[config.mk]
export PLATFORM = sky130hd
export DESIGN_NAME = multiturn_angle_velocity_tracker
export DESIGN_NICKNAME = d
export VERILOG_FILES = /design/src/hdl/mavt_pkg.sv /design/src/hdl/mavt_front.sv /design/src/hdl/mavt_queue.sv /design/src/hdl/mavt_back.sv /design/src/hdl/multiturn_angle_velocity_tracker.sv
export SDC_FILE = /design/constraint.sdc
export NUM_CORES = 1
export LEC_CHECK = 0
export BUFFER_PORTS_ARGS = -buffer_cell sky130_fd_sc_hd__buf_2
export CELL_PAD_IN_SITES_DETAIL_PLACEMENT = 1
export CELL_PAD_IN_SITES_GLOBAL_PLACEMENT = 2
export CORE_MARGIN = 5
export CORE_UTILIZATION = 38
export DETAILED_ROUTE_END_ITERATION = 12
export PLACE_DENSITY_LB_ADDON = 0.05
export SLEW_MARGIN = 10
export SYNTH_ARGS = -nofsm -noshare
export SYNTH_HDL_FRONTEND = slang
export SYNTH_SLANG_ARGS = --single-unit
[constraint.sdc]
create_clock -name i_clk -period 5.25 [get_ports i_clk]
set_input_delay 1.05 -clock i_clk [delete_from_list [all_inputs] [get_ports i_clk]]
set_output_delay 1.05 -clock i_clk [all_outputs]
set_load 0.01 [all_outputs]
[src/hdl/mavt_pkg.sv]
// Shared types and constants for the multi-turn angle and velocity tracker.
// No dependencies; every other file in hdl/ refers to this package by scope.
`timescale 1ns / 1ps
`default_nettype none

package mavt_pkg;

    // Operation codes of an input item
    localparam logic [1:0] OP_ANGLE     = 2'd0;
    localparam logic [1:0] OP_VELOCITY  = 2'd1;
    localparam logic [1:0] OP_CALIBRATE = 2'd2;

    localparam int ANGLE_W = 12;
    localparam int TURN_W  = 16;
    localparam int INTV_W  = 20;
    localparam int POS_W   = 29;
    localparam int VEL_W   = 32;
    localparam int DELTA_W = ANGLE_W + 1;      // signed angle step
    localparam int DIFF_W  = ANGLE_W + 2;      // signed position change
    localparam int MAG_W   = ANGLE_W + 1;      // |position change| <= 8191
    localparam int PROD_W  = 33;               // 8191 * 1e6 < 2**33

    localparam int DIV_STEPS = PROD_W;
    localparam int CNT_W     = $clog2(DIV_STEPS);

    localparam logic signed [DELTA_W-1:0] HALF_TURN_POS = 13'sd2048;
    localparam logic signed [DELTA_W-1:0] HALF_TURN_NEG = -13'sd2048;
    localparam logic signed [DIFF_W-1:0]  ONE_TURN      = 14'sd4096;
    localparam logic signed [TURN_W-1:0]  TURN_MAX      = 16'sh7FFF;
    localparam logic signed [TURN_W-1:0]  TURN_MIN      = 16'sh8000;
    localparam logic [INTV_W-1:0]         US_PER_S      = 20'd1000000;
    localparam logic [PROD_W-1:0]         VEL_LIMIT     = 33'd2048000000;

    typedef struct packed {
        logic [1:0]         operation;
        logic [ANGLE_W-1:0] raw_angle;
        logic [INTV_W-1:0]  interval_us;
    } t_in_item;

    typedef struct packed {
        logic signed [POS_W-1:0] position;
        logic signed [VEL_W-1:0] velocity;
    } t_out_item;

    // Work handed from the front to the back
    typedef struct packed {
        logic signed [POS_W-1:0] position;
        logic                    do_div;
        logic                    diff_neg;
        logic [MAG_W-1:0]        diff_mag;
        logic [INTV_W-1:0]       interval_us;
    } t_job;

    typedef struct packed {
        logic full;
        logic empty;
    } t_q_stat;

    typedef enum logic [1:0] {
        BK_IDLE,
        BK_MUL,
        BK_DIV,
        BK_DONE
    } t_back_state;

endpackage

`default_nettype wire

[src/hdl/mavt_front.sv]
// Front end: holds direction sense, turn count and last angle; unwraps each
// sample combinationally and emits a job. Depends on mavt_pkg.
`timescale 1ns / 1ps
`default_nettype none

module mavt_front (
    input  wire logic               i_clk,
    input  wire logic               i_rst_n,
    input  wire logic               i_cfg_valid,
    input  wire logic               i_cfg_data,
    input  wire logic               i_accept,
    input  wire mavt_pkg::t_in_item i_item,
    output mavt_pkg::t_job          o_job
);

    logic                                   r_dir;
    logic signed [mavt_pkg::TURN_W-1:0]     r_turn;
    logic [mavt_pkg::ANGLE_W-1:0]           r_last;
    logic signed [mavt_pkg::TURN_W-1:0]     n_turn;
    logic [mavt_pkg::ANGLE_W-1:0]           n_last;

    logic signed [mavt_pkg::DELTA_W-1:0]    delta;
    logic                                   wrap_lo;
    logic                                   wrap_hi;
    logic                                   inc;
    logic                                   dec;
    logic signed [mavt_pkg::TURN_W-1:0]     uw_turn;
    logic signed [mavt_pkg::DIFF_W-1:0]     diff;
    logic signed [mavt_pkg::DIFF_W-1:0]     neg_diff;
    logic                                   do_div;

    always_comb begin
        delta   = $signed({1'b0, i_item.raw_angle}) - $signed({1'b0, r_last});
        wrap_lo = (delta <= mavt_pkg::HALF_TURN_NEG);
        wrap_hi = (delta >= mavt_pkg::HALF_TURN_POS);
        // sense 0: falling wrap adds a turn; sense 1: rising wrap adds a turn
        inc = (r_dir ? wrap_hi : wrap_lo) && (r_turn != mavt_pkg::TURN_MAX);
        dec = (r_dir ? wrap_lo : wrap_hi) && (r_turn != mavt_pkg::TURN_MIN);
        uw_turn = inc ? r_turn + 16'sd1 : (dec ? r_turn - 16'sd1 : r_turn);
        diff = {delta[mavt_pkg::DELTA_W-1], delta}
             + (inc ? mavt_pkg::ONE_TURN : (dec ? -mavt_pkg::ONE_TURN : 14'sd0));
        neg_diff = -diff;

        n_turn = r_turn;
        n_last = r_last;
        do_div = 1'b0;
        unique case (i_item.operation)
            mavt_pkg::OP_ANGLE: begin
                n_turn = uw_turn;
                n_last = i_item.raw_angle;
            end
            mavt_pkg::OP_VELOCITY: begin
                if (i_item.interval_us != '0) begin
                    n_turn = uw_turn;
                    n_last = i_item.raw_angle;
                    do_div = 1'b1;
                end
            end
            mavt_pkg::OP_CALIBRATE: begin
                n_turn = '0;
                n_last = i_item.raw_angle;
            end
            default: begin
            end
        endcase

        o_job.position    = $signed({n_turn[mavt_pkg::TURN_W-1], n_turn, n_last});
        o_job.do_div      = do_div;
        o_job.diff_neg    = diff[mavt_pkg::DIFF_W-1];
        o_job.diff_mag    = diff[mavt_pkg::DIFF_W-1] ? neg_diff[mavt_pkg::MAG_W-1:0]
                                                     : diff[mavt_pkg::MAG_W-1:0];
        o_job.interval_us = i_item.interval_us;
    end

    always_ff @(posedge i_clk) begin
        if (!i_rst_n) begin
            r_dir  <= 1'b0;
            r_turn <= '0;
            r_last <= '0;
        end else begin
            if (i_cfg_valid) begin
                r_dir <= i_cfg_data;
            end
            if (i_accept) begin
                r_turn <= n_turn;
                r_last <= n_last;
            end
        end
    end

endmodule

`default_nettype wire

[src/hdl/mavt_queue.sv]
// Two-entry job queue between front and back end.
// Depends on mavt_pkg for the job and status types.
`timescale 1ns / 1ps
`default_nettype none

module mavt_queue (
    input  wire logic           i_clk,
    input  wire logic           i_rst_n,
    input  wire logic           i_push,
    input  wire mavt_pkg::t_job i_job,
    input  wire logic           i_pop,
    output mavt_pkg::t_job      o_job,
    output mavt_pkg::t_q_stat   o_stat
);

    mavt_pkg::t_job r_mem [2];
    logic           r_wr_ptr;
    logic           r_rd_ptr;
    logic [1:0]     r_count;

    assign o_job        = r_mem[r_rd_ptr];
    assign o_stat.full  = (r_count == 2'd2);
    assign o_stat.empty = (r_count == 2'd0);

    always_ff @(posedge i_clk) begin
        if (i_push) begin
            r_mem[r_wr_ptr] <= i_job;
        end
    end

    always_ff @(posedge i_clk) begin
        if (!i_rst_n) begin
            r_wr_ptr <= 1'b0;
            r_rd_ptr <= 1'b0;
            r_count  <= 2'd0;
        end else begin
            if (i_push) begin
                r_wr_ptr <= ~r_wr_ptr;
            end
            if (i_pop) begin
                r_rd_ptr <= ~r_rd_ptr;
            end
            if (i_push && !i_pop) begin
                r_count <= r_count + 2'd1;
            end else if (i_pop && !i_push) begin
                r_count <= r_count - 2'd1;
            end
        end
    end

endmodule

`default_nettype wire

[src/hdl/mavt_back.sv]
// Back end: scales the position change by 1e6 and divides by the interval
// with a one-bit-per-cycle restoring divider. Depends on mavt_pkg.
`timescale 1ns / 1ps
`default_nettype none

module mavt_back (
    input  wire logic              i_clk,
    input  wire logic              i_rst_n,
    input  wire mavt_pkg::t_job    i_job,
    input  wire mavt_pkg::t_q_stat i_q_stat,
    output logic                   o_q_pop,
    output logic                   o_res_valid,
    input  wire logic              i_res_ready,
    output mavt_pkg::t_out_item    o_res
);

    mavt_pkg::t_back_state                r_state;
    mavt_pkg::t_back_state                n_state;
    logic [mavt_pkg::CNT_W-1:0]           r_cnt;
    logic signed [mavt_pkg::POS_W-1:0]    r_pos;
    logic                                 r_neg;
    logic [mavt_pkg::MAG_W-1:0]           r_mag;
    logic [mavt_pkg::INTV_W-1:0]          r_intv;
    logic [mavt_pkg::INTV_W-1:0]          r_rem;
    logic [mavt_pkg::PROD_W-1:0]          r_quo;

    logic [mavt_pkg::PROD_W-1:0]          prod;
    logic [mavt_pkg::INTV_W:0]            shifted;
    logic [mavt_pkg::INTV_W:0]            trial;
    logic                                 ge;
    logic [mavt_pkg::PROD_W-1:0]          sat;
    logic [mavt_pkg::VEL_W-1:0]           mag32;

    assign prod    = {{(mavt_pkg::PROD_W-mavt_pkg::MAG_W){1'b0}}, r_mag}
                   * {{(mavt_pkg::PROD_W-mavt_pkg::INTV_W){1'b0}}, mavt_pkg::US_PER_S};
    assign shifted = {r_rem, r_quo[mavt_pkg::PROD_W-1]};
    assign ge      = (shifted >= {1'b0, r_intv});
    assign trial   = shifted - {1'b0, r_intv};
    assign sat     = (r_quo > mavt_pkg::VEL_LIMIT) ? mavt_pkg::VEL_LIMIT : r_quo;
    assign mag32   = sat[mavt_pkg::VEL_W-1:0];

    assign o_res.position = r_pos;
    assign o_res.velocity = r_neg ? -$signed(mag32) : $signed(mag32);

    always_comb begin
        n_state     = r_state;
        o_q_pop     = 1'b0;
        o_res_valid = 1'b0;
        unique case (r_state)
            mavt_pkg::BK_IDLE: begin
                if (!i_q_stat.empty) begin
                    o_q_pop = 1'b1;
                    n_state = i_job.do_div ? mavt_pkg::BK_MUL : mavt_pkg::BK_DONE;
                end
            end
            mavt_pkg::BK_MUL: begin
                n_state = mavt_pkg::BK_DIV;
            end
            mavt_pkg::BK_DIV: begin
                if (r_cnt == mavt_pkg::CNT_W'(mavt_pkg::DIV_STEPS - 1)) begin
                    n_state = mavt_pkg::BK_DONE;
                end
            end
            mavt_pkg::BK_DONE: begin
                o_res_valid = 1'b1;
                if (i_res_ready) begin
                    n_state = mavt_pkg::BK_IDLE;
                end
            end
            default: begin
                n_state = mavt_pkg::BK_IDLE;
            end
        endcase
    end

    always_ff @(posedge i_clk) begin
        if (!i_rst_n) begin
            r_state <= mavt_pkg::BK_IDLE;
        end else begin
            r_state <= n_state;
        end
    end

    always_ff @(posedge i_clk) begin
        unique case (r_state)
            mavt_pkg::BK_IDLE: begin
                r_pos  <= i_job.position;
                r_neg  <= i_job.diff_neg;
                r_mag  <= i_job.diff_mag;
                r_intv <= i_job.interval_us;
                r_quo  <= '0;
            end
            mavt_pkg::BK_MUL: begin
                r_quo <= prod;
                r_rem <= '0;
                r_cnt <= '0;
            end
            mavt_pkg::BK_DIV: begin
                r_rem <= ge ? trial[mavt_pkg::INTV_W-1:0] : shifted[mavt_pkg::INTV_W-1:0];
                r_quo <= {r_quo[mavt_pkg::PROD_W-2:0], ge};
                r_cnt <= r_cnt + mavt_pkg::CNT_W'(1);
            end
            default: begin
            end
        endcase
    end

endmodule

`default_nettype wire

[src/hdl/multiturn_angle_velocity_tracker.sv]
// Multi-turn angle and velocity tracker, top level: front end, job queue,
// back end and output register. Depends on mavt_pkg, mavt_front, mavt_queue, mavt_back.
//
// Takes 12-bit absolute encoder samples (4096 counts a turn) through a queue-style
// push/full port and returns one result per item through empty/pop. The front end
// unwraps each sample against the previous one in the cycle it is accepted: a step
// of half a turn or more moves the saturating 16-bit turn count by one, in the
// direction chosen by the direction sense register. In the back end, angle reads
// and calibrates go from IDLE straight to DONE. A velocity read with a nonzero
// interval is loaded in IDLE, scaled by one million (13 x 20 bit) in MUL, divided
// in DIV by the restoring divider (one quotient bit per cycle) and handed over
// from DONE; the back end takes the next job from the queue only once DONE has
// handed its result over. Two jobs queue between front and back and one finished
// result waits in the output register, so up to four items can be in flight. The
// direction sense register is written through cfg_valid/cfg_ready, which is
// always ready; write it only while no item is in flight.
`timescale 1ns / 1ps
`default_nettype none

module multiturn_angle_velocity_tracker (
    input  wire logic                i_clk,
    input  wire logic                i_rst_n,
    // input side
    input  wire logic                push,
    output logic                     full,
    input  wire mavt_pkg::t_in_item  i_in_item,
    // result side
    output logic                     empty,
    input  wire logic                pop,
    output mavt_pkg::t_out_item      o_out_item,
    // configuration
    input  wire logic                i_cfg_valid,
    output logic                     o_cfg_ready,
    input  wire logic                i_cfg_data
);

    mavt_pkg::t_job      front_job;
    mavt_pkg::t_job      q_job;
    mavt_pkg::t_q_stat   q_stat;
    logic                in_xfer;
    logic                q_pop;
    logic                res_valid;
    logic                res_ready;
    mavt_pkg::t_out_item res;

    logic                r_out_valid;
    mavt_pkg::t_out_item r_out_item;

    // An item transfer happens whenever push is high and the queue has room.
    assign full        = q_stat.full;
    assign in_xfer     = push && !q_stat.full;
    assign o_cfg_ready = 1'b1;

    mavt_front u_front (
        .i_clk       (i_clk),
        .i_rst_n     (i_rst_n),
        .i_cfg_valid (i_cfg_valid),
        .i_cfg_data  (i_cfg_data),
        .i_accept    (in_xfer),
        .i_item      (i_in_item),
        .o_job       (front_job)
    );

    mavt_queue u_queue (
        .i_clk   (i_clk),
        .i_rst_n (i_rst_n),
        .i_push  (in_xfer),
        .i_job   (front_job),
        .i_pop   (q_pop),
        .o_job   (q_job),
        .o_stat  (q_stat)
    );

    mavt_back u_back (
        .i_clk       (i_clk),
        .i_rst_n     (i_rst_n),
        .i_job       (q_job),
        .i_q_stat    (q_stat),
        .o_q_pop     (q_pop),
        .o_res_valid (res_valid),
        .i_res_ready (res_ready),
        .o_res       (res)
    );

    // Output register: refills in the same cycle as the waiting result is popped.
    assign res_ready  = !r_out_valid || pop;
    assign empty      = !r_out_valid;
    assign o_out_item = r_out_item;

    always_ff @(posedge i_clk) begin
        if (res_valid && res_ready) begin
            r_out_item <= res;
        end
    end

    always_ff @(posedge i_clk) begin
        if (!i_rst_n) begin
            r_out_valid <= 1'b0;
        end else if (res_ready) begin
            r_out_valid <= res_valid;
        end
    end

    // Back end never takes a job from an empty queue.
    a_pop_nonempty: assert property (@(posedge i_clk) disable iff (!i_rst_n)
        q_pop |-> !q_stat.empty)
        else $error("back end popped an empty job queue");

    // An empty queue is never full in the cycle after.
    a_queue_fill: assert property (@(posedge i_clk) disable iff (!i_rst_n)
        q_stat.empty |=> !q_stat.full)
        else $error("job queue filled by more than one transfer per cycle");

    // A waiting result is only overwritten when it is popped.
    a_no_overwrite: assert property (@(posedge i_clk) disable iff (!i_rst_n)
        (r_out_valid && !pop) |=> ($stable(r_out_item) && r_out_valid))
        else $error("waiting result overwritten");

    // Nothing is presented straight after reset.
    a_reset_empty: assert property (@(posedge i_clk)
        !i_rst_n |=> (empty && q_stat.empty))
        else $error("result or job present after reset");

endmodule

`default_nettype wire
==> results of run 1 <==
==> layout make-up <==
| cell class | count | area [sq um] | share of cell area |
|---|---|---|---|
| Clock buffer | 53 | 1100 | 0.0494 |
| Clock inverter | 23 | 240 | 0.0108 |
| Inverter | 169 | 634 | 0.0285 |
| Multi-Input combinational cell | 1111 | 8660 | 0.389 |
| Sequential cell | 344 | 9960 | 0.447 |
| Tap cell | 680 | 851 | 0.0382 |
| Timing Repair Buffer | 143 | 831 | 0.0373 |
==> per-layer routing <==
layer  GRT usage  vias to the layer above  share of wire
li1            -                     6424              -
met1       0.214                     6349           0.46
met2       0.289                      122           0.49
met3      0.0220                       65          0.026
met4      0.0497                        0          0.025
met5           0                        -              0
==> what timing repair did <==
action                     4_1_cts  5_1_grt
setup endpoints to repair        0        4
resized for setup                0        8
buffers inserted                 0        4
==> registers in the layout (all words and copies together) (netlist names), named ones only <==
name,flops
u_back.r_neg,1
u_back.r_mag,13
u_back.r_pos,28
u_front.r_last,12
u_back.r_quo,33
u_queue.r_count,2
o_out_item,60
u_back.r_intv,20
u_back.r_rem,20
u_back.r_cnt,6
u_queue.r_rd_ptr,1
u_back.r_state,2
r_out_valid,1
u_front.r_dir,1
u_queue.r_wr_ptr,1
u_front.r_turn,16
u_queue.r_mem,126
==> stage by stage <==
stage / hold WS, ns / cells / cell area (sq um)
6_report: 0.413 / 2523 / 22300
5_1_grt: 0.424 / 2523 / 22300
4_1_cts: 0.419 / 2519 / 22200
3_5_place_dp: 0.405 / 2443 / 20900
3_3_place_gp: 0.405 / 2443 / 20900
2_1_floorplan: 0.400 / 1690 / 19500
==> cells by family (layout without fill, tap and decap cells) <==
kind of cell | Yosys count | in the layout | synth area share
AO/OA/AOI/OAI | 348 | 348 | 0.120
flip-flops | 344 | 344 | 0.512
adder cells (fa/ha/maj) | 175 | 175 | 0.129
AND/OR/NAND/NOR | 430 | 430 | 0.112
XOR/XNOR | 71 | 71 | 0.0327
other | 1 | 1 | 0.000193
multiplexers | 86 | 86 | 0.0483
buffers and inverters | 235 | 388 | 0.0466
==> worst max-delay path by stage <==
stage | end | startpoint | depth (start not counted)
3_3_place_gp | u_back.r_quo[31]$_DFFE_PP_ | u_back.r_mag[2]$_DFFE_PP_ | 17
5_1_grt | u_back.r_quo[31]$_DFFE_PP_ | u_back.r_mag[2]$_DFFE_PP_ | 21
4_1_cts | u_back.r_quo[31]$_DFFE_PP_ | u_back.r_mag[2]$_DFFE_PP_ | 17
3_5_place_dp | u_back.r_quo[31]$_DFFE_PP_ | u_back.r_mag[2]$_DFFE_PP_ | 17
2_1_floorplan | u_queue.r_mem[0][25]$_DFFE_PP_ | i_in_item[20] | 19
6_report | u_back.r_quo[31]$_DFFE_PP_ | u_back.r_mag[2]$_DFFE_PP_ | 17
==> layout by cell type (no fill, tap or decap), types with 36 or more instances in the layout <==
cell type / Yosys / routed
mux2_2: 63 / 63
fa_1: 43 / 43
buf_2: 8 / 102
clkbuf_16: 0 / 41
ha_1: 132 / 131
buf_4: 2 / 40
nor2_1: 86 / 85
o21ai_0: 65 / 62
a21oi_1: 75 / 74
edfxtp_1: 307 / 307
nand2_1: 111 / 111
nand3_1: 41 / 41
dfxtp_1: 37 / 36
inv_1: 167 / 167
==> out/metrics.yaml, run 1 <==
outcome: "completed"
grt_pass1_wl_um: 75800
drtPass1Iterations: 4
min_delay_worst_endpoint: "o_out_item[48]$_DFFE_PP_"
min_delay_path_depth: 0
yosysWarningCount: 0
regToRegSetupSlack_ns: 0.24
asyncSetResetFlopFracSynth: 0
drt-wirelength-per-cell_um: 18.4
r2r_start: "u_back.r_mag[2]$_DFFE_PP_"
critical_path_peak_fanout: 4
r2r.worst_path.cells: 17
dp.final_hpwl_um: 33500
crit_family: "adder cells"
finish.net_count: 2025
cts_num_sinks: 344
overflow: 0
worst_setup_path_end_kind: "flop"
cts_tree: "done"
drc: 0
yosys.area.top_type: "edfxtp_1"
vias: 13000
ctsRootBufferMaster: "clkbuf_16"
timing_worst_setup_path_type: "reg2reg"
grt_start_max_net_pins: 66
floorplan.core_area_sq_mm: 0.0510
top_level_ports: 104
die_width_um: 236
ys_top_cells_by_area: "edfxtp_1 (47%), ha_1 (8.5%), fa_1 (4.4%), dfxtp_1 (3.8%), mux2_2 (3.6%)"
cp.required_ns: 5.56
layout.filler_cells: 5441
min_period_over_period: 0.954
synth-seq-area-share: 0.512
setup-tns-final_ns: 0
max_freq_ghz: 0.200
post_synth_num_cell_types: 87
die_area_sq_mm: 0.0558
holdCritPathClass: "reg2reg"
route.antenna.remaining_nets: 0
clock_tree.htree_level_count: 2
num_rows: 83
grtUsageTotal: 0.165
syn_nets: 1905
path_buf_inv: 4
slowest_stage_cell_cp: "fa_1"
ys_top_cells_by_count: "edfxtp_1 (307), inv_1 (167), ha_1 (132)"
first_global_vias: 13900
worstPathArrival_ns: 5.33
post_synth_edffs: 307
gp_congestion: 0.800
antenna_violations_before_repair: 0
io_buffers: 102
timing_worst_slew_pin_value_ns: 1.03
relSlewSlack: 0.309
netlist_area_sq_mm: 0.0195
synthesis.area_per_instance_sq_um: 11.5
clock_latency_ns: 0.57
path_cells: "fa_1, inv_1, fa_1, inv_1, ha_1, fa_1, inv_1, fa_1, inv_1, ha_1, a311o_1, a31oi_2, o21ai_2, nand3_1, a31oi_1, or3_1, a32o_1"
dp_worst_setup_slack_ns: 0.112
regToRegEndpoint: "u_back.r_quo[31]$_DFFE_PP_"
ys_dominant_reg_cell: "edfxtp_1"
post_route_cells_drive_above_1_share: 0.167
kind_of_start_point_of_the_critical_path: "flop"
timing.final.setup_violations: 0
postSynthCellCount: 1690
hp-start: "u_back.r_pos[16]$_DFFE_PP_"
routed_wl_um: 46300
timing.final.max_slew_violations: 0
synth.top_cell.area_share: 0.474
ys_ff_latch: 344
syn_to_final_growth_pct: 14.5
hold_viol_final: 0
cts-hold-fix-buffers: 0
cts_buffer_depth: 3
synthMostInstantiatedCell: "edfxtp_1"
clk_transition_reported_paths_ns: 0.07
die_y_um: 236
final_core_util: 0.437
timing.critical_path.slowest_cell_delay_ns: 0.57
antenna_cells: 0
initial_utilization: 0.382
dr.first_iter.drc_count: 491
numCtsBuffers: 41
routed_via_density: 5.14
timing.final.crit_period_ns: 5.01
maxCapViolCount: 0
post-route-worst-setup-slack_ns: 0.239
clock-skew-final_ns: 0.0226
Power of run 1 is not shown: default switching activity piles up to over one toggle a cycle in this logic, so the estimate is an artifact.
==> run 2: changes to the inputs <==
--- a/config.mk
+++ b/config.mk
@@ -9,7 +9,7 @@
 export CELL_PAD_IN_SITES_DETAIL_PLACEMENT = 1
 export CELL_PAD_IN_SITES_GLOBAL_PLACEMENT = 2
 export CORE_MARGIN = 5
-export CORE_UTILIZATION = 38
+export CORE_UTILIZATION = 40
 export DETAILED_ROUTE_END_ITERATION = 12
 export PLACE_DENSITY_LB_ADDON = 0.05
 export SLEW_MARGIN = 10
==> constraint.sdc (replaced) <==
create_clock -name i_clk -period 5.9 [get_ports i_clk]
set_input_delay 1.18 -clock i_clk [delete_from_list [all_inputs] [get_ports i_clk]]
set_output_delay 1.18 -clock i_clk [all_outputs]
set_load 0.01 [all_outputs]
==> out/metrics.yaml, run 2 (same netlist as run 1, synthesis figures left out) <==
gp_congestion: 0.828  # was 0.800
die_width_um: 231  # was 236 um
kind_of_start_point_of_the_critical_path: "flop"  # unchanged
postCtsSetupRepairBufs: 0  # unchanged
io_buffers: 102  # unchanged
slowest_stage_cell_cp: "fa_1"  # unchanged
largest_register_ffs: 126  # unchanged
clock-skew-final_ns: 0.0264  # was 0.0226 ns
drc: 0  # unchanged
layout.cells.most_common: "edfxtp_1"  # unchanged
r2r_start: "u_back.r_mag[1]$_DFFE_PP_"  # was u_back.r_mag[2]$_DFFE_PP_
grtUsageTotal: 0.174  # was 0.165
die_y_um: 231  # was 236 um
finish.net_count: 2005  # was 2025
syn_to_final_growth_pct: 12.7  # was 14.5%
antenna_cells: 0  # unchanged
source_of_the_critical_timing_path: "u_back.r_mag[1]$_DFFE_PP_"  # was u_back.r_mag[2]$_DFFE_PP_
timing.final.max_slew_violations: 0  # unchanged
clock_latency_ns: 0.56  # was 0.57 ns
critPathCapture: "u_back.r_quo[31]$_DFFE_PP_"  # unchanged
max_freq_ghz: 0.189  # was 0.200 GHz
clock_tree.htree_level_count: 2  # unchanged
outcome: "completed"  # unchanged
post_cts_resized: 0  # unchanged
timing_worst_setup_path_type: "reg2reg"  # unchanged
timing.final.setup_violations: 0  # unchanged
relSlewSlack: 0.282  # was 0.309
grt_start_max_net_pins: 67  # was 66
worstPathArrival_ns: 5.58  # was 5.33 ns
regToRegEndpoint: "u_back.r_quo[31]$_DFFE_PP_"  # unchanged
drtPass1Iterations: 4  # unchanged
maxCapViolCount: 0  # unchanged
cts_num_sinks: 344  # unchanged
route.antenna.remaining_nets: 0  # unchanged
cts-hold-fix-buffers: 0  # unchanged
regToRegSetupSlack_ns: 0.62  # was 0.24 ns
num_rows: 80  # was 83
first_global_vias: 13900  # about the same
cts_tree: "done"  # unchanged
holdCritPathClass: "reg2reg"  # unchanged
r2r.worst_path.cells: 17  # unchanged
antenna_violations_before_repair: 0  # unchanged
floorplan.core_area_sq_mm: 0.0479  # was 0.0510 sq mm
initial_utilization: 0.406  # was 0.382
overflow: 0  # unchanged
drt-wirelength-per-cell_um: 18.6  # was 18.4 um
post_route_cells_drive_above_1_share: 0.151  # was 0.167
numCtsBuffers: 41  # unchanged
routed_via_density: 5.30  # was 5.14
grt_pass1_wl_um: 75700  # was 75800 um
cp.required_ns: 6.20  # was 5.56 ns
min_period_over_period: 0.895  # was 0.954
rsz0062_at_grt: "no"
hold_viol_final: 0  # unchanged
timing.critical_path.slowest_cell_delay_ns: 0.61  # was 0.57 ns
setup-tns-final_ns: 0  # unchanged
most_used_cells_in_the_layout_excluding_fill_and_tap_cells: "edfxtp_1 (307), inv_1 (167), ha_1 (131), nand2_1 (111), buf_2 (102)"  # unchanged
timing.final.crit_period_ns: 5.28  # was 5.01 ns
clk_transition_reported_paths_ns: 0.05  # was 0.07 ns
top_level_ports: 104  # unchanged
dr.first_iter.drc_count: 621  # was 491
vias: 12900  # was 13000
register_with_the_most_flip_flops: "u_queue.r_mem"  # unchanged
ctsRootBufferMaster: "clkbuf_16"  # unchanged
routed_wl_um: 45400  # was 46300 um
dp.final_hpwl_um: 32700  # was 33500 um
worst_setup_path_end_kind: "flop"  # unchanged
path_cells: "fa_1, inv_1, fa_1, inv_1, ha_1, fa_1, inv_1, fa_1, inv_1, ha_1, a311o_1, a31oi_1, o21ai_0, nand3_1, a31oi_1, or3_1, a32o_1"  # was fa_1, inv_1, fa_1, inv_1, ha_1, fa_1, inv_1, fa_1, inv_1, ha_1, a311o_1, a31oi_2, o21ai_2, nand3_1, a31oi_1, or3_1, a32o_1
die_area_sq_mm: 0.0532  # was 0.0558 sq mm
cts_buffer_depth: 3  # unchanged
timing_worst_slew_pin_value_ns: 1.07  # was 1.03 ns
critical_path_peak_fanout: 7  # was 4
[run 2: cell types whose count changed in the layout (fill, tap and decap cells not counted), moves of 2 or more]
cell,before,now
buf_4,40,21
clkbuf_1,9,7
clkbuf_8,3,0
clkinv_1,3,9
clkinv_4,3,1
clkinvlp_4,3,0
o21ai_0,62,65
o21ai_1,24,22
[run 2: worst min path at each step]
stage / from / to / slack, ns / depth (start not counted)
after floorplan: u_back.r_pos[0]$_DFFE_PP_ / o_out_item[32]$_DFFE_PP_ / 0.40 / 0
after global placement: u_back.r_pos[10]$_DFFE_PP_ / o_out_item[42]$_DFFE_PP_ / 0.40 / 0
after detailed placement: u_back.r_pos[27]$_DFFE_PP_ / o_out_item[59]$_DFFE_PP_ / 0.41 / 0
after CTS: u_back.r_pos[10]$_DFFE_PP_ / o_out_item[42]$_DFFE_PP_ / 0.42 / 0
after global routing: u_back.r_pos[9]$_DFFE_PP_ / o_out_item[41]$_DFFE_PP_ / 0.43 / 0
final: u_back.r_pos[4]$_DFFE_PP_ / o_out_item[36]$_DFFE_PP_ / 0.42 / 0
[run 2: final cells by class]
type                            count  area, sq um
Multi-Input combinational cell   1111         8640
Tap cell                          615          769
Inverter                          169          634
Sequential cell                   344         9960
Fill cell                        5095        26000
Clock inverter                     22          194
Clock buffer                       49         1080
Timing Repair Buffer              123          668
[run 2: worst max-delay path: cells and delay by family, from the launching register on]
family	cells	cell delay (ns)
AND/OR/NAND/NOR	2	0.46
AO/OA/AOI/OAI	5	1.05
flip-flops	1	0.53
adder cells (fa/ha/maj)	6	2.78
buffers and inverters	4	0.19
[run 2: through the flow]
stage          setup slack [ns]  cell area, sq um   util  std cells  hold WS (ns)
2_1_floorplan             0.703             19500      -       1690         0.400
3_3_place_gp              0.566             20700  0.431       2362         0.405
3_5_place_dp              0.416             20700  0.431       2362         0.406
4_1_cts                   0.608             21900  0.458       2433         0.419
5_1_grt                   0.331             21900  0.458       2433         0.426
6_report                  0.618             21900  0.458       2433         0.417
[run 2: metal layers]
layer / vias to the layer above / global-route usage / share of wire
met3: 57 / 0.0236 / 0.025
met1: 6327 / 0.228 / 0.46
li1: 6381 / - / -
met2: 141 / 0.306 / 0.49
met4: 0 / 0.0445 / 0.020
met5: - / 0 / 0
Power of run 2 is left out for the same reason.
==> run 3: changes to the inputs <==
--- a/config.mk
+++ b/config.mk
@@ -9,7 +9,7 @@
 export CELL_PAD_IN_SITES_DETAIL_PLACEMENT = 1
 export CELL_PAD_IN_SITES_GLOBAL_PLACEMENT = 2
 export CORE_MARGIN = 5
-export CORE_UTILIZATION = 40
+export CORE_UTILIZATION = 46
 export DETAILED_ROUTE_END_ITERATION = 12
 export PLACE_DENSITY_LB_ADDON = 0.05
 export SLEW_MARGIN = 10
==> out/metrics.yaml, run 3 (same netlist as run 1, synthesis figures left out) <==
outcome: "completed"  # unchanged
die_y_um: 216  # was 231 um
setup-tns-final_ns: 0  # unchanged
grt_pass1_wl_um: 73800  # was 75700 um
initial_utilization: 0.464  # was 0.406
first_global_vias: 14000  # was 13900
worst_setup_path_end_kind: "flop"  # unchanged
post_route_cells_drive_above_1_share: 0.152  # was 0.151
r2r_start: "u_back.r_mag[1]$_DFFE_PP_"  # unchanged
antenna_cells: 0  # unchanged
syn_to_final_growth_pct: 12.2  # was 12.7%
postCtsSetupRepairBufs: 0  # unchanged
cp.required_ns: 6.21  # was 6.20 ns
timing.final.max_slew_violations: 0  # unchanged
most_used_cells_in_the_layout_excluding_fill_and_tap_cells: "edfxtp_1 (307), inv_1 (167), ha_1 (131), nand2_1 (111), buf_2 (102)"  # unchanged
critical_path_peak_fanout: 7  # unchanged
die_width_um: 216  # was 231 um
rsz0062_at_grt: "no"  # unchanged
relSlewSlack: 0.310  # was 0.282
routed_wl_um: 44600  # was 45400 um
hold_viol_final: 0  # unchanged
io_buffers: 102  # unchanged
min_delay_worst_endpoint: "o_out_item[34]$_DFFE_PP_"  # was o_out_item[36]$_DFFE_PP_
path_cells: "fa_1, inv_1, fa_1, inv_1, ha_1, fa_1, inv_1, fa_1, inv_1, ha_1, a311o_1, a31oi_1, o21ai_0, nand3_1, a31oi_1, or3_1, a32o_1"  # unchanged
kind_of_start_point_of_the_critical_path: "flop"  # unchanged
numCtsBuffers: 39  # was 41
crit_family: "adder cells"  # unchanged
clock_latency_ns: 0.56  # about the same
final_area_sq_mm: 0.0218  # was 0.0219 sq mm
grtUsageTotal: 0.193  # was 0.174
cts_buffer_depth: 3  # unchanged
dr.first_iter.drc_count: 638  # was 621
drt-wirelength-per-cell_um: 18.9  # was 18.6 um
min_delay_path_depth: 0  # unchanged
hp-start: "u_back.r_pos[2]$_DFFE_PP_"  # was u_back.r_pos[4]$_DFFE_PP_
largest_register_ffs: 126  # unchanged
cts-hold-fix-buffers: 0  # unchanged
gp_congestion: 0.825  # was 0.828
holdCritPathClass: "reg2reg"  # unchanged
drc: 0  # unchanged
regToRegSetupSlack_ns: 0.61  # was 0.62 ns
timing_worst_slew_pin_value_ns: 1.03  # was 1.07 ns
antenna_violations_before_repair: 0  # unchanged
clk_transition_reported_paths_ns: 0.06  # was 0.05 ns
clock-skew-final_ns: 0.0154  # was 0.0264 ns
post_cts_resized: 0  # unchanged
max_freq_ghz: 0.189  # about the same
maxCapViolCount: 0  # unchanged
final_core_util: 0.520  # was 0.458
layout.cells.most_common: "edfxtp_1"  # unchanged
worstPathArrival_ns: 5.60  # was 5.58 ns
finish.net_count: 2002  # was 2005
timing.final.crit_period_ns: 5.29  # was 5.28 ns
postPlaceCellArea_sq_mm: 0.0206  # was 0.0207 sq mm
num_rows: 75  # was 80
regToRegEndpoint: "u_back.r_quo[31]$_DFFE_PP_"  # unchanged
cts_num_sinks: 344  # unchanged
clock_tree.htree_level_count: 2  # unchanged
routed_via_density: 5.51  # was 5.30
route.antenna.remaining_nets: 0  # unchanged
top_level_ports: 104  # unchanged
die_area_sq_mm: 0.0465  # was 0.0532 sq mm
timing_worst_setup_path_type: "reg2reg"  # unchanged
grt_start_max_net_pins: 52  # was 67
timing.critical_path.slowest_cell_delay_ns: 0.60  # was 0.61 ns
cts_tree: "done"  # unchanged
overflow: 0  # unchanged
min_period_over_period: 0.897  # was 0.895
ctsRootBufferMaster: "clkbuf_16"  # unchanged
floorplan.core_area_sq_mm: 0.0419  # was 0.0479 sq mm
vias: 13000  # was 12900
r2r.worst_path.cells: 17  # unchanged
path_buf_inv: 4  # unchanged
register_with_the_most_flip_flops: "u_queue.r_mem"  # unchanged
slowest_stage_cell_cp: "fa_1"  # unchanged
drtPass1Iterations: 7  # was 4
timing.final.setup_violations: 0  # unchanged
dp.final_hpwl_um: 32500  # was 32700 um
==> run 3: cell types whose count changed in the layout (fill, tap and decap cells not counted), sizes merged <==
cell / change
clkinvlp: +4
clkbuf: -1
clkinv: -5
bufinv: +1
buf: -1
==> run 3: layout make-up <==
cell class	instances	area, sq um
fillers	4406	20100
multi-input cells	1111	8630
repair buffers	122	661
well taps	539	674
clock inverters	22	249
inverters	169	634
flip-flops and latches	344	9960
clock buffers	48	1020
==> run 3: worst max-delay path by stage <==
stage / cells past startpoint / start / to
after global routing: 17 / u_back.r_mag[1]$_DFFE_PP_ / u_back.r_quo[30]$_DFFE_PP_
after floorplan: 19 / i_in_item[20] / u_queue.r_mem[0][25]$_DFFE_PP_
after CTS: 17 / u_back.r_mag[1]$_DFFE_PP_ / u_back.r_quo[31]$_DFFE_PP_
after detailed placement: 21 / i_in_item[20] / u_queue.r_mem[0][31]$_DFFE_PP_
after global placement: 17 / u_back.r_mag[1]$_DFFE_PP_ / u_back.r_quo[31]$_DFFE_PP_
final: 17 / u_back.r_mag[1]$_DFFE_PP_ / u_back.r_quo[31]$_DFFE_PP_
==> run 3: per-stage QoR <==
stage | hold slack [ns] | instances | worst slack [ns]
2_1_floorplan | 0.400 | 1690 | 0.703
3_3_place_gp | 0.405 | 2285 | 0.682
3_5_place_dp | 0.405 | 2285 | 0.566
4_1_cts | 0.419 | 2355 | 0.579
5_1_grt | 0.428 | 2355 | 0.332
6_report | 0.415 | 2355 | 0.609
==> run 3: routing by layer <==
metal / GRT usage / vias up / wire length (um)
met4: 0.0452 / 0 / 734
met3: 0.0266 / 45 / 1260
li1: - / 6375 / -
met5: 0 / - / 0
met2: 0.346 / 132 / 22500
met1: 0.249 / 6424 / 20100
==> run 3: worst reg2reg max path: stages, from the launching register on <==
cell,delay [ns]
edfxtp_1,0.53
fa_1,0.61
inv_1,0.06
fa_1,0.50
inv_1,0.04
ha_1,0.30
fa_1,0.49
inv_1,0.06
fa_1,0.52
inv_1,0.04
ha_1,0.35
a311o_1,0.31
a31oi_1,0.25
o21ai_0,0.19
nand3_1,0.15
a31oi_1,0.10
or3_1,0.31
a32o_1,0.25
Power of run 3 is left out for the same reason.
